## config.mk

```make
export PLATFORM = sky130hd
export DESIGN_NAME = hash_map_insert_lookup_delete_unit_flat
export DESIGN_NICKNAME = d
export VERILOG_FILES = /design/src/rtl/hmap_pkg.sv /design/src/rtl/hmap_if.sv /design/src/rtl/hmap_row_ram.sv /design/src/rtl/hmap_slot_match.sv /design/src/rtl/hash_map_insert_lookup_delete_unit.sv /design/src/flat_wrapper.sv
export SDC_FILE = /design/constraint.sdc
export NUM_CORES = 2
export LEC_CHECK = 0
export BUFFER_PORTS_ARGS = -buffer_cell sky130_fd_sc_hd__buf_2
export CAP_MARGIN = 25
export CELL_PAD_IN_SITES_DETAIL_PLACEMENT = 0
export CELL_PAD_IN_SITES_GLOBAL_PLACEMENT = 1
export CORE_MARGIN = 2
export CORE_UTILIZATION = 40
export DETAILED_ROUTE_END_ITERATION = 8
export MAX_ROUTING_LAYER = met4
export PLACE_DENSITY_LB_ADDON = 0.05
export RECOVER_POWER = 100
export SKIP_LAST_GASP = 1
export SYNTH_ARGS = -nofsm -noshare
export SYNTH_HDL_FRONTEND = slang
export SYNTH_SLANG_ARGS = --single-unit
```

## constraint.sdc

```tcl
create_clock -name clk -period 47.9 [get_ports clk]
set_clock_uncertainty 0.2 [all_clocks]
set_input_delay 0 -clock clk [delete_from_list [all_inputs] [get_ports clk]]
set_output_delay 0 -clock clk [all_outputs]
set_load 0.01 [all_outputs]
```

## src/rtl/hmap_pkg.sv

```systemverilog
// Package for the hash map unit: sizes, operation and status codes,
// the row layout of the slot memory and the slot match record.
// No dependencies.
`timescale 1ns / 1ps
`default_nettype none

package hmap_pkg;

	localparam int BUCKETS  = 10;
	localparam int WAYS     = 4;

	localparam int FUNC_W   = 2;
	localparam int KEY_W    = 16;
	localparam int WORD_W   = 64;
	localparam int STATUS_W = 3;
	localparam int FILL_W   = 3;

	localparam int BKT_W    = $clog2(BUCKETS);
	localparam int WAY_W    = (WAYS > 1) ? $clog2(WAYS) : 1;
	localparam int CNT_W    = $clog2(WAYS + 1);

	// key mod BUCKETS by reciprocal: the estimate is low by at most one,
	// so the remainder estimate stays below twice BUCKETS
	localparam int RECIP_SHIFT = KEY_W + 8;
	localparam int RECIP_MULT  = (1 << RECIP_SHIFT) / BUCKETS;
	localparam int PROD_W      = KEY_W + RECIP_SHIFT;
	localparam int REM_W       = $clog2(2 * BUCKETS);
	localparam int DIFF_W      = KEY_W + 8;

	typedef enum logic [FUNC_W-1:0] {
		OP_INSERT = 2'd0,
		OP_LOOKUP = 2'd1,
		OP_DELETE = 2'd2
	} func_t;

	typedef enum logic [STATUS_W-1:0] {
		ST_NEW   = 3'd0,
		ST_OVER  = 3'd1,
		ST_FOUND = 3'd2,
		ST_MISS  = 3'd3,
		ST_DEL   = 3'd4,
		ST_FULL  = 3'd5
	} status_t;

	typedef struct packed {
		logic [KEY_W-1:0]  key;
		logic [WORD_W-1:0] word;
	} slot_t;

	typedef slot_t [WAYS-1:0] row_t;

	localparam int ROW_W = $bits(row_t);

	typedef struct packed {
		logic             hit;
		logic [WAY_W-1:0] hit_way;
		logic             free;
		logic [WAY_W-1:0] free_way;
	} match_t;

endpackage

`default_nettype wire

```

## src/rtl/hmap_if.sv

```systemverilog
// Request and response channel interfaces of the hash map unit.
// Depends on hmap_pkg.
`timescale 1ns / 1ps
`default_nettype none

interface hmap_req_if import hmap_pkg::*; ();
	logic              valid;
	logic              ready;
	logic [FUNC_W-1:0] func;
	logic [KEY_W-1:0]  key;
	logic [WORD_W-1:0] data_word;

	modport source (output valid, func, key, data_word, input ready);
	modport sink   (input valid, func, key, data_word, output ready);
endinterface

interface hmap_rsp_if import hmap_pkg::*; ();
	logic                valid;
	logic                ready;
	logic [STATUS_W-1:0] status;
	logic [WORD_W-1:0]   read_word;
	logic [FILL_W-1:0]   bucket_fill;

	modport source (output valid, status, read_word, bucket_fill, input ready);
	modport sink   (input valid, status, read_word, bucket_fill, output ready);
endinterface

`default_nettype wire

```

## src/rtl/hmap_row_ram.sv

```systemverilog
// Generic single-port-write, single-port-read RAM with registered read data.
// No dependencies.
`timescale 1ns / 1ps
`default_nettype none

module hmap_row_ram #(
	parameter int DEPTH = 16,
	parameter int WIDTH = 32
) (
	input  wire logic                     clk,
	input  wire logic                     wr_en,
	input  wire logic [$clog2(DEPTH)-1:0] wr_addr,
	input  wire logic [WIDTH-1:0]         wr_data,
	input  wire logic                     rd_en,
	input  wire logic [$clog2(DEPTH)-1:0] rd_addr,
	output logic      [WIDTH-1:0]         rd_data
);

	logic [WIDTH-1:0] mem [DEPTH];

	always_ff @(posedge clk) begin
		if (wr_en) begin
			mem[wr_addr] <= wr_data;
		end
	end

	always_ff @(posedge clk) begin
		if (rd_en) begin
			rd_data <= mem[rd_addr];
		end
	end

endmodule

`default_nettype wire

```

## src/rtl/hmap_slot_match.sv

```systemverilog
// Parallel key compare over one bucket row: first matching slot and
// lowest free slot. Depends on hmap_pkg.
`timescale 1ns / 1ps
`default_nettype none

module hmap_slot_match import hmap_pkg::*; (
	input  wire row_t             row,
	input  wire logic [WAYS-1:0]  valid,
	input  wire logic [KEY_W-1:0] key,
	output match_t                match
);

	// walk downwards so the lowest-numbered slot wins
	always_comb begin
		match = '0;
		for (int w = WAYS - 1; w >= 0; w--) begin
			if (valid[w]) begin
				if (row[w].key == key) begin
					match.hit     = 1'b1;
					match.hit_way = WAY_W'(w);
				end
			end else begin
				match.free     = 1'b1;
				match.free_way = WAY_W'(w);
			end
		end
	end

endmodule

`default_nettype wire

```

## src/rtl/hash_map_insert_lookup_delete_unit.sv

```systemverilog
// Top level of the hash map unit: hashing, row memory read-modify-write
// and result register. Depends on hmap_pkg, hmap_if, hmap_row_ram, hmap_slot_match.
`timescale 1ns / 1ps
`default_nettype none

// Key-value map of BUCKETS buckets with WAYS slots each. A request
// transaction carries func (insert/overwrite, lookup, delete), a 16-bit key
// and a 64-bit data word; each request yields exactly one response
// transaction with status, read_word and the bucket's fill after the
// operation. The bucket is key mod BUCKETS, and insert takes the lowest
// free slot. Keys and words of a bucket sit in one row of a synchronous
// RAM; slot valid bits are flip-flops cleared by reset, so the map is empty
// straight out of reset with no clearing pass. A request forms the bucket
// index in stage 1 while the row read is issued, and compares and writes
// back in stage 2; its response is then registered. Stage 1 can take a
// new request while stage 2 holds one, but the row read of a request is
// held until the write-back of the request ahead of it has landed in the
// RAM, which keeps the read-modify-write of a bucket free of stale data.
// A stalled response holds the compare stage, and the request side keeps
// taking one request meanwhile.
module hash_map_insert_lookup_delete_unit import hmap_pkg::*; (
	input  wire logic   clk,
	input  wire logic   arst_n,
	hmap_req_if.sink    req,
	hmap_rsp_if.source  rsp
);

	// stage 1: key, reciprocal quotient estimate
	logic              v_s1;
	logic [FUNC_W-1:0] func_s1;
	logic [KEY_W-1:0]  key_s1;
	logic [WORD_W-1:0] word_s1;
	logic [KEY_W-1:0]  quo_s1;

	// stage 2: row read data valid, compare and write back
	logic              v_s2;
	logic [FUNC_W-1:0] func_s2;
	logic [KEY_W-1:0]  key_s2;
	logic [WORD_W-1:0] word_s2;
	logic [BKT_W-1:0]  bucket_s2;

	// response register
	logic                rsp_v_q;
	status_t             status_q;
	logic [WORD_W-1:0]   read_q;
	logic [FILL_W-1:0]   fill_q;

	logic [WAYS-1:0] valid_q [BUCKETS];

	logic accept;
	logic adv_s1;
	logic adv_s2;

	logic [PROD_W-1:0] recip_prod;
	logic [DIFF_W-1:0] rem_full;
	logic [REM_W-1:0]  rem_est;
	logic [BKT_W-1:0]  bucket_s1;

	row_t            row_rd;
	row_t            row_wr;
	logic            row_we;
	logic [WAYS-1:0] valid_row;
	logic [WAYS-1:0] valid_nxt;
	match_t          match;
	status_t         status_nxt;
	logic [WORD_W-1:0] read_nxt;
	logic [CNT_W-1:0]  fill_nxt;

	// take a request while stage 1 is empty or moving on
	assign req.ready = !v_s1 || !v_s2;
	assign accept    = req.valid && req.ready;
	// interlock: read the row only once the write-back ahead has gone
	assign adv_s1    = v_s1 && !v_s2;
	assign adv_s2    = v_s2 && (!rsp_v_q || rsp.ready);

	assign recip_prod = PROD_W'(req.key) * PROD_W'(RECIP_MULT);

	always_ff @(posedge clk or negedge arst_n) begin
		if (!arst_n) begin
			v_s1 <= 1'b0;
		end else if (accept) begin
			v_s1 <= 1'b1;
		end else if (adv_s1) begin
			v_s1 <= 1'b0;
		end
	end

	always_ff @(posedge clk) begin
		if (accept) begin
			func_s1 <= req.func;
			key_s1  <= req.key;
			word_s1 <= req.data_word;
			quo_s1  <= recip_prod[RECIP_SHIFT +: KEY_W];
		end
	end

	// remainder from the estimate, then one correction step
	assign rem_full = DIFF_W'(key_s1) - DIFF_W'(quo_s1) * DIFF_W'(BUCKETS);
	assign rem_est  = rem_full[REM_W-1:0];

	always_comb begin
		if (rem_est >= REM_W'(BUCKETS)) begin
			bucket_s1 = BKT_W'(rem_est - REM_W'(BUCKETS));
		end else begin
			bucket_s1 = BKT_W'(rem_est);
		end
	end

	always_ff @(posedge clk or negedge arst_n) begin
		if (!arst_n) begin
			v_s2 <= 1'b0;
		end else if (adv_s1) begin
			v_s2 <= 1'b1;
		end else if (adv_s2) begin
			v_s2 <= 1'b0;
		end
	end

	always_ff @(posedge clk) begin
		if (adv_s1) begin
			func_s2   <= func_s1;
			key_s2    <= key_s1;
			word_s2   <= word_s1;
			bucket_s2 <= bucket_s1;
		end
	end

	// row data holds in the RAM output register while stage 2 waits
	hmap_row_ram #(
		.DEPTH (BUCKETS),
		.WIDTH (ROW_W)
	) u_row_ram (
		.clk     (clk),
		.wr_en   (adv_s2 && row_we),
		.wr_addr (bucket_s2),
		.wr_data (row_wr),
		.rd_en   (adv_s1),
		.rd_addr (bucket_s1),
		.rd_data (row_rd)
	);

	assign valid_row = valid_q[bucket_s2];

	hmap_slot_match u_slot_match (
		.row   (row_rd),
		.valid (valid_row),
		.key   (key_s2),
		.match (match)
	);

	// decide the operation's outcome and the row to write back
	always_comb begin
		row_wr     = row_rd;
		row_we     = 1'b0;
		valid_nxt  = valid_row;
		status_nxt = ST_MISS;
		read_nxt   = '0;
		unique case (func_s2)
			OP_INSERT: begin
				if (match.hit) begin
					row_wr[match.hit_way].word = word_s2;
					row_we                     = 1'b1;
					status_nxt                 = ST_OVER;
				end else if (match.free) begin
					row_wr[match.free_way].key  = key_s2;
					row_wr[match.free_way].word = word_s2;
					row_we                      = 1'b1;
					valid_nxt[match.free_way]   = 1'b1;
					status_nxt                  = ST_NEW;
				end else begin
					status_nxt = ST_FULL;
				end
			end
			OP_LOOKUP: begin
				if (match.hit) begin
					read_nxt   = row_rd[match.hit_way].word;
					status_nxt = ST_FOUND;
				end
			end
			OP_DELETE: begin
				if (match.hit) begin
					valid_nxt[match.hit_way] = 1'b0;
					status_nxt               = ST_DEL;
				end
			end
			default: begin
				// unused code: change nothing, report a miss
				status_nxt = ST_MISS;
			end
		endcase
		fill_nxt = CNT_W'($countones(valid_nxt));
	end

	// bucket fill is the count of valid slots, so no separate counter
	always_ff @(posedge clk or negedge arst_n) begin
		if (!arst_n) begin
			for (int b = 0; b < BUCKETS; b++) begin
				valid_q[b] <= '0;
			end
		end else if (adv_s2) begin
			valid_q[bucket_s2] <= valid_nxt;
		end
	end

	always_ff @(posedge clk or negedge arst_n) begin
		if (!arst_n) begin
			rsp_v_q <= 1'b0;
		end else if (adv_s2) begin
			rsp_v_q <= 1'b1;
		end else if (rsp.ready) begin
			rsp_v_q <= 1'b0;
		end
	end

	always_ff @(posedge clk) begin
		if (adv_s2) begin
			status_q <= status_nxt;
			read_q   <= read_nxt;
			fill_q   <= FILL_W'(fill_nxt);
		end
	end

	assign rsp.valid       = rsp_v_q;
	assign rsp.status      = status_q;
	assign rsp.read_word   = read_q;
	assign rsp.bucket_fill = fill_q;

endmodule

`default_nettype wire
```

## src/flat_wrapper.sv

```systemverilog
// flat-port wrapper written by rule: the top's interface ports become plain ports
module hash_map_insert_lookup_delete_unit_flat import hmap_pkg::*;
  (clk, arst_n, req_valid, req_func, req_key, req_data_word, req_ready, rsp_valid, rsp_status, rsp_read_word, rsp_bucket_fill, rsp_ready);
  hmap_req_if req_i ();
  hmap_rsp_if rsp_i ();
  input  wire logic clk;
  input  wire logic arst_n;
  input wire logic [$bits(req_i.valid)-1:0] req_valid;
  input wire logic [$bits(req_i.func)-1:0] req_func;
  input wire logic [$bits(req_i.key)-1:0] req_key;
  input wire logic [$bits(req_i.data_word)-1:0] req_data_word;
  output wire logic [$bits(req_i.ready)-1:0] req_ready;
  output wire logic [$bits(rsp_i.valid)-1:0] rsp_valid;
  output wire logic [$bits(rsp_i.status)-1:0] rsp_status;
  output wire logic [$bits(rsp_i.read_word)-1:0] rsp_read_word;
  output wire logic [$bits(rsp_i.bucket_fill)-1:0] rsp_bucket_fill;
  input wire logic [$bits(rsp_i.ready)-1:0] rsp_ready;
  assign req_i.valid = req_valid;
  assign req_i.func = req_func;
  assign req_i.key = req_key;
  assign req_i.data_word = req_data_word;
  assign req_ready = req_i.ready;
  assign rsp_valid = rsp_i.valid;
  assign rsp_status = rsp_i.status;
  assign rsp_read_word = rsp_i.read_word;
  assign rsp_bucket_fill = rsp_i.bucket_fill;
  assign rsp_i.ready = rsp_ready;
  hash_map_insert_lookup_delete_unit u_core (.clk(clk), .arst_n(arst_n), .req(req_i), .rsp(rsp_i));
endmodule
```

==> qor.csv <==
metric,value,unit
status,"complete, but fails checks",
violations,"capacitance limit, slew limit",
synth-edff-count,3761,
drt.antenna.violating_nets,0,
worst_hold_path_type,in -> reg,
syn_to_final_growth,14.3,%
finalSetupViolations,0,
total_iterations_of_the_first_detailed_routing_run,8,
rows,225,
antenna_found_initial,17,
synthDominantCellAreaShare,0.751,
root_buffer_selected_by_cts,clkbuf_16,
clock_latency,0.95,ns
fp.dieArea,381000,um^2
yosys.area.top_type,edfxtp_1,
detail_route.wl_per_cell,29.3,um
layout-drive-gt1-share,0.211,
gp_congestion,0.744,
worst-endpoint-arrival,20.85,ns
maxUsedRoutingLayer,met4,
design.core.area,375000,um^2
hold_viol_final,0,
crit_fanout,162,
die_y,617,um
fmaxAchievable,0.0490,GHz
report.final.slew_viol_count,5056,
overflow,0,
cts-buffers-inserted,417,
synth.avg_cell_area,20.7,um^2
nets,8084,
async_reset_ff_frac,0.0113,
yosysSeqAreaShare,0.758,
ys.warnings.count,0,
final_critical_path_required_period,20.40,ns
grt_max_degree,163,
dieWidth,617,um
grt_util_all_layers,0.208,
synth_top_cells_by_area,"edfxtp_1, mux4_2, mux2_2",
post_drt_via_cell_ratio,5.43,
rsz_0062_raised_after_global_routing,false,
synth_seq_cells,3804,
ctsHtreeMaxLevel,5,
dp_hpwl,201000,um
vias,71600,
finalWirelength,387000,um
synth_nets,7521,
cts-root-to-sink-buffers,4,
grt_pass1_vias,75700,
worstPathRequired,48.35,ns
mappedNetlistArea,150000,um^2
drc_errors_left,0,
met3_length,15500,um
yosys_most_used_dff,edfxtp_1,
max_slew_margin,-4.81,
tns,0,ns
drv_cap,127,
crit_path_start_kind,flop,
wl_met2,188000,um
tritoncts,built,
wirelength_met1,177000,um
path_class,reg -> reg,
syn_inst,7277,
worst_pin_slew,8.71,ns
initial_core_util,0.401,
clkSlewWorstSetupHoldPaths,0.06,ns
clkSinkCount,3804,
endpoint_kind,flop,
count_of_pins_on_the_block_boundary,158,
io_buffer_count,157,
final_min_period_over_clock_period,0.426,
grt_first_pass_wirelength,559000,um
starting_drt_drc_count,5863,
cell_variety_after_synth,63,
metrics by stage:
step	utilization	setup WS (ns)	cell area (um^2)	std cells	hold slack, ns
global placement	0.420	40.59	157000	12200	-0.0237
detailed placement	0.420	40.56	158000	12200	-0.0219
CTS	0.461	40.50	173000	13200	0.000586
finish	0.458	27.50	172000	13200	0.0874
global route	0.458	25.27	172000	13200	0.0525
floorplan	-	22.09	150000	7277	-0.496
critical path, cell delays in order, from the launching register on:
cell      delay [ns]
edfxtp_1        0.41
ha_1            0.30
inv_1           0.04
ha_1            0.31
a21oi_1         0.24
nand2_1         0.13
xor2_1          0.19
nand2_1         0.11
mux2i_4         0.15
clkbuf_1        2.42
clkbuf_1        2.04
clkbuf_1        6.03
clkbuf_1        5.64
nand2_1         1.16
o21ai_0         0.36
cells in the mapped netlist, types with 11 or more instances:
cell type	number
nor3_1	11
clkbuf_1	248
nor2_1	27
buf_2	83
nand3_1	13
a222oi_1	64
nand4_1	14
xnor2_1	50
mux4_2	648
dfrtp_1	43
inv_1	119
buf_1	34
nand2_1	442
mux2_2	566
a21oi_1	85
xor2_1	36
mux2_4	65
mux2i_1	322
mux2_1	24
o21ai_0	352
edfxtp_1	3761
ha_1	97
fa_1	61
nor4_1	12
cell families after synthesis:
family / after synthesis / share of synthesized area
mux: 1625 / 0.169
xor+xnor: 86 / 0.00501
simple gates: 556 / 0.0153
fa+ha+maj: 158 / 0.0162
compound gates: 550 / 0.0216
flops: 3804 / 0.758
buf+inv: 498 / 0.0142
cell usage in the layout (no fill, tap or decap), types with 50 or more instances in the layout:
cell           synthesis  layout
clkinv_1               1      88
o21ai_0              352     352
clkinv_2               0     100
inv_1                119     118
ha_1                  97      97
fa_1                  61      61
mux4_2               648     648
xnor2_1               50      50
edfxtp_1            3761    3761
nand2_1              442     442
a21oi_1               85      84
buf_2                 83      62
bufinv_16              0      52
mux2i_1              322     321
a222oi_1              64      64
clkbuf_1             248     305
mux2_2               566     334
buf_4                  0      50
clkbuf_16              0     426
dlygate4sd3_1          0     176
mux2_1                24     320
layer usage:
layer	global-route usage	up-vias
met5	-	-
met4	0.0383	0
met3	0.0211	513
met2	0.337	1516
met1	0.291	38900
li1	-	30700
flip-flops by register name, summed over array words and instances (netlist names):
name / flops
u_core.key_s2: 16
u_core.word_s1: 64
u_core.rsp.status: 3
u_core.func_s1: 2
u_core.u_row_ram.mem: 3200
u_core.valid_q: 40
u_core.rsp.valid: 1
u_core.rsp.bucket_fill: 3
u_core.func_s2: 2
u_core.v_s2: 1
u_core.bucket_s2: 3
u_core.quo_s1: 4
u_core.key_s1: 16
u_core.v_s1: 1
u_core.u_row_ram.rd_data: 320
u_core.rsp.read_word: 64
u_core.word_s2: 64
layout make-up:
cell class	count	area (um^2)
Timing Repair Buffer	522	3370
Clock inverter	274	2750
Antenna cell	7	17.5
Inverter	120	452
Tap cell	4994	6250
Sequential cell	3804	114000
Fill cell	32000	203000
Multi-Input combinational cell	2975	34000
Clock buffer	500	10900
final timing paths:
| kind | endpoint | slack [ns] | cells past startpoint | start |
|---|---|---|---|---|
| worst max-delay path | u_core.u_row_ram.rd_data[268]$_DFFE_PP_ | 27.50 | 14 | u_core.quo_s1[0]$_DFFE_PP_ |
| worst min-delay path | u_core.word_s1[15]$_DFFE_PP_ | 0.09 | 3 | req_data_word[15] |
| worst max register to register | u_core.u_row_ram.rd_data[268]$_DFFE_PP_ | 27.50 | 14 | u_core.quo_s1[0]$_DFFE_PP_ |
| worst min register to register | u_core.word_s2[24]$_DFFE_PP_ | 0.21 | 0 | u_core.word_s1[24]$_DFFE_PP_ |
| max in group asynchronous | u_core.valid_q[26]$_DFFE_PN0P_ | 44.73 | 5 | arst_n |
| min in group asynchronous | u_core.v_s1$_DFFE_PN0P_ | 1.32 | 5 | arst_n |
repair_timing:
item                                   in CTS  in global routing
buffers inserted                            0                  0
hold buffers                              177                  0
gates resized for setup                     0                  0
endpoints found under the hold margin     174                  0
Power is not shown: default switching activity piles up to over one toggle a cycle in this logic, so the estimate is an artifact.
